$ cat src/sv/blmr_pkg.sv
// Package for the bivariate local Moran row engine.
// Shared types and constants; no dependencies.
package blmr_pkg;

	localparam int ACC_W  = 56;
	localparam int WSUM_W = 24;
	localparam int QUO_W  = 33;

	localparam logic [2:0] CL_UNDEF    = 3'd0;
	localparam logic [2:0] CL_ISOLATED = 3'd1;
	localparam logic [2:0] CL_HH       = 3'd2;
	localparam logic [2:0] CL_LL       = 3'd3;
	localparam logic [2:0] CL_LH       = 3'd4;
	localparam logic [2:0] CL_HL       = 3'd5;
	localparam logic [2:0] CL_NS       = 3'd6;

	// finished row handed from front to back
	typedef struct packed {
		logic [19:0]              idx;
		logic signed [31:0]       z1;
		logic                     direct;
		logic [2:0]               dcl;
		logic signed [ACC_W-1:0]  wsum;
		logic [WSUM_W-1:0]        ws;
	} row_t;

	typedef enum logic [2:0] {
		ST_IDLE,
		ST_DIV,
		ST_MUL,
		ST_FIN,
		ST_OUT
	} back_state_t;

endpackage

$ cat src/sv/blmr_fifo.sv
// Small queue of row records between front and back.
// Depends on blmr_pkg.
module blmr_fifo #(
	parameter int DEPTH = 4
) (
	input  logic            clk,
	input  logic            arst_n,
	input  logic            wr,
	input  blmr_pkg::row_t  wdata,
	output logic            full,
	input  logic            rd,
	output logic            empty,
	output blmr_pkg::row_t  rdata
);
	localparam int PW = $clog2(DEPTH);

	blmr_pkg::row_t mem_q [DEPTH];
	logic [PW-1:0] wp_q, rp_q;
	logic [PW:0]   cnt_q;

	assign full = (cnt_q == (PW+1)'(DEPTH));
	assign empty = (cnt_q == '0);
	assign rdata = mem_q[rp_q];

	always_ff @(posedge clk) begin
		if (wr) mem_q[wp_q] <= wdata;
	end

	always_ff @(posedge clk or negedge arst_n) begin
		if (!arst_n) begin
			wp_q <= '0;
			rp_q <= '0;
			cnt_q <= '0;
		end else begin
			if (wr) wp_q <= (wp_q == PW'(DEPTH-1)) ? '0 : wp_q + 1'b1;
			if (rd) rp_q <= (rp_q == PW'(DEPTH-1)) ? '0 : rp_q + 1'b1;
			cnt_q <= cnt_q + (PW+1)'(wr) - (PW+1)'(rd);
		end
	end
endmodule

$ cat config.mk
export PLATFORM = sky130hd
export DESIGN_NAME = blmr_fifo
export DESIGN_NICKNAME = d
export VERILOG_FILES = /design/src/sv/blmr_pkg.sv /design/src/sv/blmr_fifo.sv
export SDC_FILE = /design/constraint.sdc
export NUM_CORES = 1
export LEC_CHECK = 0
export ABC_AREA = 1
export BUFFER_PORTS_ARGS = -buffer_cell sky130_fd_sc_hd__buf_2
export CORE_MARGIN = 10
export CORE_UTILIZATION = 25
export CTS_CLUSTER_SIZE = 14
export DETAILED_ROUTE_END_ITERATION = 12
export GPL_TIMING_DRIVEN = 0
export PLACE_DENSITY_LB_ADDON = 0.2
export SYNTH_ARGS = -nofsm -noshare
export SYNTH_HDL_FRONTEND = slang
export SYNTH_SLANG_ARGS = --single-unit
$ cat constraint.sdc
create_clock -name clk -period 3.8 [get_ports clk]
set_clock_uncertainty 0.1 [all_clocks]
set_input_delay 0.76 -clock clk [delete_from_list [all_inputs] [get_ports clk]]
set_output_delay 0.76 -clock clk [all_outputs]
set_load 0.02 [all_outputs]
==> out/results.txt <==
CP Buf/Inv Count -> 4
syn avg cell area -> 10.6 um2
Sink Count -> 551
Fin. Hold Viols -> 0
crit-path max FO -> 10
fraction of layout cells with a size suffix above 1 -> 17.7%
die height -> 324 um
Tcrit/Tclk final -> 93.5%
CP most frequent cell -> buf_2
commonest non-fill, non-tap cells in the layout -> nand2_1, inv_1, edfxtp_1
max-cap violations -> 0
# rows -> 111
Max transition margin -> 46.5%
drt drc -> 0
slowest stage delay, CP -> 600 ps
critical-path cell list -> inv_1 > buf_2 > clkbuf_1 > nand3_1 > nand2_1 > buf_2
Root Buffer -> clkbuf_16
CP delay by family, top -> buffers and inverters
maximum buffer depth of the clock tree -> 3
Slowest cell on crit path -> clkbuf_1
Placer Congestion -> 0.706
CTS tree -> yes
simple-gate share of the synthesized area -> 17.2%
PD cells -> 783 nW/um2
1st-pass router iterations -> 8
Final Critical Period -> 3550 ps
Post-Layout Cell Count -> 3848
Total Power -> 22.5 mW
DIE AREA -> 105000 um2
hpwl dp -> 44.4 mm
Final setup viols -> 0
clk_lat worst skew -> 610 ps
Startpoint Class -> flip-flop
Yosys reg bits -> 551
CORE AREA -> 91800 um2
Clk pin slew, worst setup/hold paths -> 50 ps
Worst Hold Class -> in -> reg
largest family of logic cells by synthesized area -> simple AND/OR/NAND/NOR gates
crit path launch -> rp_q[1]$_DFFE_PN0P_
Inst Count DP -> 3719
Synth Area in Adders -> 0.465%
Routed Wire Length -> 67.5 mm
ANT nets after route -> 0
first-pass GRT wire length -> 100 mm
WP data required -> 2940 ps
Synth cell types -> 17
Synthesis Warnings -> 0
WS Path Type -> reg -> out
mux share of post-synthesis cell area -> 0%
Area Overhead vs Synth -> 24.1%
RSZ-0062 raised after global routing -> false
routed vias/inst -> 3.99
run status -> finished clean
largest net degree at the start of global routing -> 31
commonest non-fill, non-tap cell in the layout -> nand2_1
xor and xnor fraction of the mapped netlist area -> 0%
Starting Density -> 25.2%
Net Count, Synth -> 2329
# port buffers -> 277
Worst Min Path Start -> wdata[50]
Critical Path End Type -> output port
Reg-to-Reg Start -> wp_q[0]$_DFFE_PN0P_
Via Count -> 15300
Max Clock Freq -> 0.281 GHz
Critical Path AT -> 2690 ps
Post-Layout Inst Area -> 28700 um2
compound-gate portion of the synthesized area -> 0.0865%
Lkg Pwr -> 13.1 nW
drt wl/cell -> 17.6 um
VDD IR max -> 0.519 mV
fin nets -> 2697
Worst-Margin Slew -> 801 ps
vias in the first global route -> 15800
hold slack final -> 249 ps
GR Overflow Total -> 0
Syn Inst Count -> 2181
area post-placement -> 26500 um2
depth of the CTS H-tree -> 3
initial antenna violation count -> 15
1st-iter DRT viols -> 770
CTS Buf Count -> 70
gr usage total -> 12.6%
DIE WIDTH -> 324 um
boundary pin count -> 278
synthesized area -> 23200 um2
Final Max Slew Viols -> 0
post-synthesis sequential area ratio -> 71.3%
-- repair_timing --
item	CTS	global route
hold buffers	1	0
resized for setup	1	0
buffers inserted	0	0
hold endpoints to repair	7	0
setup endpoints to repair	1	0
-- sequential cells by signal (all words and copies together), names as in the netlist --
signal,flops
cnt_q,3
mem_q,544
rp_q,2
wp_q,2
-- path summary, 6_finish.rpt --
| check | endpoint | slack [ps] | cells after the start |
|---|---|---|---|
| worst max register to register | mem_q[3][76]$_DFFE_PP_ | 1280 | 5 |
| worst min register to register | cnt_q[2]$_DFF_PN0_ | 480 | 3 |
| worst max-delay path | rdata[38] | 250 | 6 |
| max in group asynchronous | cnt_q[1]$_DFF_PN0_ | 3000 | 2 |
| worst min-delay path | mem_q[2][50]$_DFFE_PP_ | 250 | 1 |
| min in group asynchronous | cnt_q[0]$_DFF_PN0_ | 440 | 2 |
-- layout make-up --
cell class | instances | area [um2]
repair buffers | 296 | 1760
clock inverters | 32 | 407
clock buffers | 90 | 1840
diodes | 6 | 15.0
plain buffers | 90 | 435
multi-input cells | 983 | 4120
flip-flops and latches | 551 | 16500
well taps | 1243 | 1560
inverters | 557 | 2110
fillers | 9334 | 63100
-- stage by stage --
step / setup TNS, ps / util [%] / setup slack, ps
floorplan: 0 / - / 451
global placement: -1169340 / 28.4 / -2210
detailed placement: 0 / 28.8 / 622
CTS: 0 / 31.3 / 122
global route: 0 / 31.3 / 63.1
finish: 0 / 31.3 / 246
-- where the power goes --
| group | leakage [nW] | total (mW) | switching (mW) | internal, mW |
|---|---|---|---|---|
| Sequential | 5.08 | 7.99 | 0.213 | 7.78 |
| Clock | 1.07 | 6.53 | 2.51 | 4.02 |
| Combinational | 6.90 | 7.98 | 5.81 | 2.17 |
| Total | 13.1 | 22.5 | 8.53 | 14.0 |
-- cells in the mapped netlist (all sizes together) --
cell | instances | area share [%]
ha | 7 | 0.38
o21ai | 4 | 0.086
nor2 | 3 | 0.049
nand3 | 273 | 5.9
edfxtp | 544 | 71
clkbuf | 10 | 0.16
fa | 1 | 0.086
dfrtp | 7 | 0.76
nor3 | 1 | 0.022
inv | 557 | 9.0
nand3b | 1 | 0.032
buf | 80 | 1.7
nand2 | 693 | 11
-- layer usage --
metal	wire length, um	GRT usage, %
met1	29300	15.2
met2	33100	21.7
met3	3510	3.15
met4	1440	4.12
met5	116	0
-- kinds of logic after synthesis --
| family | after synthesis |
|---|---|
| compound gates | 4 |
| fa+ha+maj | 8 |
| buf+inv | 647 |
| flops | 551 |
| simple gates | 971 |
Note: power is estimated with default switching activity, not from simulation.
