### src/sv/blmr_pkg.sv
// Package for the bivariate local Moran row engine.
// Shared types and constants; no dependencies.
package blmr_pkg;

	localparam int ACC_W  = 56;
	localparam int WSUM_W = 24;
	localparam int QUO_W  = 33;

	localparam logic [2:0] CL_UNDEF    = 3'd0;
	localparam logic [2:0] CL_ISOLATED = 3'd1;
	localparam logic [2:0] CL_HH       = 3'd2;
	localparam logic [2:0] CL_LL       = 3'd3;
	localparam logic [2:0] CL_LH       = 3'd4;
	localparam logic [2:0] CL_HL       = 3'd5;
	localparam logic [2:0] CL_NS       = 3'd6;

	// finished row handed from front to back
	typedef struct packed {
		logic [19:0]              idx;
		logic signed [31:0]       z1;
		logic                     direct;
		logic [2:0]               dcl;
		logic signed [ACC_W-1:0]  wsum;
		logic [WSUM_W-1:0]        ws;
	} row_t;

	typedef enum logic [2:0] {
		ST_IDLE,
		ST_DIV,
		ST_MUL,
		ST_FIN,
		ST_OUT
	} back_state_t;

endpackage

### src/sv/blmr_front.sv
// Front part: accumulates one row of sparse entries and emits a row record.
// Depends on blmr_pkg.
module blmr_front #(
	parameter int MAX_OBS = 1048576
) (
	input  logic                clk,
	input  logic                arst_n,
	input  logic                in_valid,
	input  logic [19:0]         focal_index,
	input  logic signed [31:0]  focal_z1,
	input  logic                focal_undefined,
	input  logic                row_empty,
	input  logic [19:0]         neighbor_index,
	input  logic [16:0]         neighbor_weight,
	input  logic signed [31:0]  neighbor_z2,
	input  logic                neighbor_undefined,
	input  logic                last_in_row,
	output logic                row_valid,
	output blmr_pkg::row_t      row
);
	localparam int AW = blmr_pkg::ACC_W;
	localparam int WW = blmr_pkg::WSUM_W;

	logic signed [AW-1:0] wsum_q;
	logic [WW-1:0]        ws_q;
	logic                 keep;
	logic signed [49:0]   prod;
	logic signed [AW:0]   acc_sum;
	logic signed [AW-1:0] acc_new;
	logic [WW:0]          ws_sum;
	logic [WW-1:0]        ws_new;
	logic                 in_range;

	always_comb begin
		in_range = ({5'd0, neighbor_index} < 25'(MAX_OBS));
		keep = (neighbor_index != focal_index) && !neighbor_undefined && in_range;
		prod = $signed({1'b0, neighbor_weight}) * neighbor_z2;
		acc_sum = {wsum_q[AW-1], wsum_q} + (AW+1)'(prod);
		if (acc_sum[AW] != acc_sum[AW-1])
			acc_new = acc_sum[AW] ? {1'b1, {(AW-1){1'b0}}} : {1'b0, {(AW-1){1'b1}}};
		else
			acc_new = acc_sum[AW-1:0];
		ws_sum = {1'b0, ws_q} + (WW+1)'(neighbor_weight);
		ws_new = ws_sum[WW] ? {WW{1'b1}} : ws_sum[WW-1:0];
		if (!keep) begin
			acc_new = wsum_q;
			ws_new = ws_q;
		end
	end

	always_ff @(posedge clk or negedge arst_n) begin
		if (!arst_n) begin
			wsum_q <= '0;
			ws_q <= '0;
		end else if (in_valid) begin
			if (focal_undefined || row_empty || last_in_row) begin
				wsum_q <= '0;
				ws_q <= '0;
			end else begin
				wsum_q <= acc_new;
				ws_q <= ws_new;
			end
		end
	end

	always_comb begin
		row_valid = in_valid && (focal_undefined || row_empty || last_in_row);
		row.idx = focal_index;
		row.z1 = focal_z1;
		row.direct = focal_undefined || row_empty;
		row.dcl = focal_undefined ? blmr_pkg::CL_UNDEF : blmr_pkg::CL_ISOLATED;
		row.wsum = acc_new;
		row.ws = ws_new;
	end
endmodule

### config.mk
export PLATFORM = sky130hd
export DESIGN_NAME = blmr_front
export DESIGN_NICKNAME = d
export VERILOG_FILES = /design/src/sv/blmr_pkg.sv /design/src/sv/blmr_front.sv
export SDC_FILE = /design/constraint.sdc
export NUM_CORES = 2
export LEC_CHECK = 0
export BUFFER_PORTS_ARGS = -buffer_cell sky130_fd_sc_hd__buf_2
export CAP_MARGIN = 25
export CORE_ASPECT_RATIO = 0.9
export CORE_MARGIN = 1.5
export CORE_UTILIZATION = 45
export CTS_CLUSTER_SIZE = 10
export DETAILED_ROUTE_END_ITERATION = 8
export GPL_TIMING_DRIVEN = 0
export HOLD_SLACK_MARGIN = 0.1
export PLACE_DENSITY = 0.71
export SLEW_MARGIN = 20
export SYNTH_ARGS = -nofsm -noshare
export SYNTH_HDL_FRONTEND = slang
export SYNTH_SLANG_ARGS = --single-unit
### constraint.sdc
create_clock -name clk -period 28.2 [get_ports clk]
set_input_delay 4.23 -clock clk [delete_from_list [all_inputs] [get_ports clk]]
set_output_delay 4.23 -clock clk [all_outputs]
set_load 0.02 [all_outputs]
==> impl_results.md <==
* Status: finished, final reports clean
* Drc violations at 0
* Row cnt at 86
* Fin worst setup slack at 9820 ps
* Final count of hold timing violations at 0
* Post-DP Area at 30300 um^2
* Max-cap violations at 0
* Async SR Flop Fraction at 100%
* Worst r2r src: wsum_q[31]
* Max-slew violations at 0
* Clock skew at 14.8 ps
* Yosys cell types at 78
* Clock tree sinks at 80
* Register-to-Register Path Depth at 22
* Fmax at 0.0544 GHz
* Largest stage delay, worst path at 940 ps
* Worst Max-Slew Pin Slew at 1160 ps
* R2R setup slack at 21400 ps
* Placer congestion estimate at 0.996
* WL/cell at 20.9 um
* Unrepaired setup endpoints after global routing: false
* EDFF count, synth at 0
* Max-slew headroom at 22.5%
* CP Max Fanout at 19
* First-pass GRT wire length at 140 mm
* Synth top area share at 42.8%
* Slowest CP cell: a311oi_1
* Levels on crit path at 26
* Hold Buf Count CTS at 0
* Port-buffer cells at 229
* Synth Instances at 3282
* Largest delay share family, worst path: adder cells
* TNS Setup at 0 ps
* Total CTS buffers at 9
* Sequential element share of the synthesized area at 7.14%
* Mean Syn Cell Area at 8.54 um^2
* Pin count of the biggest net entering global routing at 71
* Final setup vio count at 0
* DRT Wirelength at 91.2 mm
* Via count at 23400
* Setup crit end: row[54]
* Core area at 61400 um^2
* Clk root buf: clkbuf_16
* Worst setup EP type: primary output
* Clock Path Buffers at 2
* Overall Global Routing Usage at 29.4%
* Initial antenna violation count at 2
* Vias in the first global route at 23200
* Initial core utilization at 45.6%
* Most used flip-flop cell after synthesis: dfrtp_1
* Synth area leaders: fa_1 43%, inv_1 11%, dfrtp_1 7.1%, and2_1 7.0%, ha_1 6.8%
* Crit path DAT at 14150 ps
* Crit path buf inv count at 9
* Die footprint at 63800 um^2
* Ports at 265
* H-tree depth at 3
* Cts repair resizes at 0
* Cell taking the most area after synthesis: fa_1
* Final ANT Viol Nets at 0
* Syn Std Cell Area at 28000 um^2
* Ys Warns at 0
* Design area at 30600 um^2
* Clock latency on the worst-skew pair at 370 ps
* CP required at 23970 ps
* Worst r2r dst: wsum_q[34]
* Worst slack, placed at 10310 ps
* Worst-path clk slew at 60 ps
* Most frequent cell on the critical path: fa_1
* Iter 0 DRT Violations at 2369
* Layout cell share with drive strength beyond 1 at 9.99%
* TritonCTS clock tree: yes
* GRT overflow at 0
* HPWL after DPL at 77.4 mm
* HP Class: reg2reg
* Die W at 266 um
* First-pass DRT Iterations at 6
* Die Ht at 240 um
* Hold Slack at 482 ps
* Minimum clock period at 18380 ps
* Drt via density at 5.35
* #FFs+latches synth at 80
* Nets@finish at 4407
* Layout area overhead at 9.13%
* Tcrit/Tclk final at 65.2%
* Critical path startpoint category: primary input
* Post-CTS Setup Repair Bufs at 0
* WS Path Type: in2out
* CP startpoint: neighbor_weight[3]
[tightest hold or removal path: stages, from the launching register on]
cell	delay (ps)
dfrtp_1	340
nand2_1	50
o21ai_0	60
[state kept, by name, indices dropped and copies added (netlist names)]
register / count
wsum_q: 56
ws_q: 24
[cell families (layout without fill, tap and decap cells)]
family          Yosys count  count (layout)  share of synthesized area [%]
fa+ha+maj               753             753                           49.6
mux                       6               6                          0.223
flops                    80              80                           7.14
simple gates            921             921                           16.1
xor+xnor                 85              85                           2.66
compound gates          434             434                           9.94
buf+inv                1002            1251                           14.3
other cells               1               4                         0.0134
[cell usage in the layout, fill, tap and decap left out, drive strengths merged, types with 6 or more instances in the layout]
cell type / synthesis / final
and2: 315 / 315
nand3: 12 / 12
ha: 153 / 153
o21a: 13 / 13
o22a: 13 / 13
nor3: 21 / 21
nand4: 19 / 19
dfrtp: 80 / 80
or3: 9 / 9
o21ai: 119 / 119
o21bai: 13 / 13
o22ai: 26 / 26
buf: 80 / 313
nand2: 399 / 399
xor2: 28 / 28
a21oi: 123 / 123
and4: 8 / 8
clkbuf: 122 / 131
a22o: 28 / 28
o31ai: 6 / 6
nand2b: 8 / 8
xnor2: 57 / 57
nor2: 103 / 103
fa: 599 / 599
o311ai: 7 / 7
a21o: 17 / 17
a31oi: 10 / 10
a211oi: 9 / 9
and3: 9 / 9
inv: 800 / 803
o211ai: 9 / 9
[layout make-up]
| cell class | instances | area [um^2] |
|---|---|---|
| well taps | 836 | 1050 |
| inverters | 800 | 3000 |
| repair buffers | 233 | 1220 |
| fillers | 5956 | 30800 |
| plain buffers | 202 | 1010 |
| clock inverters | 7 | 55.1 |
| clock buffers | 9 | 225 |
| flip-flops and latches | 80 | 2000 |
| multi-input cells | 2201 | 22000 |
| diodes | 2 | 5.00 |
[cell usage after synthesis (all sizes together) (4+ instances only)]
| cell type | instances |
|---|---|
| and4 | 8 |
| dfrtp | 80 |
| or2 | 5 |
| o21ai | 119 |
| a31oi | 10 |
| mux2i | 4 |
| nand4 | 19 |
| or3 | 9 |
| o211ai | 9 |
| o22ai | 26 |
| o22a | 13 |
| xnor2 | 57 |
| o311ai | 7 |
| inv | 800 |
| a21o | 17 |
| o31a | 4 |
| o21a | 13 |
| and2 | 315 |
| a211o | 4 |
| a311oi | 4 |
| nor2 | 103 |
| fa | 599 |
| and3 | 9 |
| ha | 153 |
| nand3 | 12 |
| clkbuf | 122 |
| nand2 | 399 |
| nor3 | 21 |
| o31ai | 6 |
| a21oi | 123 |
| buf | 80 |
| a211oi | 9 |
| o21bai | 13 |
| xor2 | 28 |
| nand2b | 8 |
| a22o | 28 |
| nor2b | 5 |
[layer usage]
metal  wire [um]  track usage (%)
met1       37800             41.7
met2       40800             45.4
met3        9780             6.35
met4        2810             8.06
met5           0                0
[stage by stage]
stage	std cells	utilization (%)
floorplan	3283	-
global placement	4348	49.2
detailed placement	4350	49.3
CTS	4366	49.8
global route	4368	49.8
finish	4370	49.8
[worst min-delay path by stage]
| stage | start | to | slack (ps) | cells past startpoint |
|---|---|---|---|---|
| detailed placement | wsum_q[20] | wsum_q[20] | 470 | 2 |
| floorplan | wsum_q[10] | wsum_q[10] | 450 | 2 |
| global placement | wsum_q[10] | wsum_q[10] | 460 | 2 |
| global route | wsum_q[25] | wsum_q[25] | 500 | 2 |
| finish | wsum_q[23] | wsum_q[23] | 480 | 2 |
| CTS | wsum_q[6] | wsum_q[6] | 490 | 2 |
Power is not shown: default switching activity piles up to over one toggle a cycle in this logic, so the estimate is an artifact.
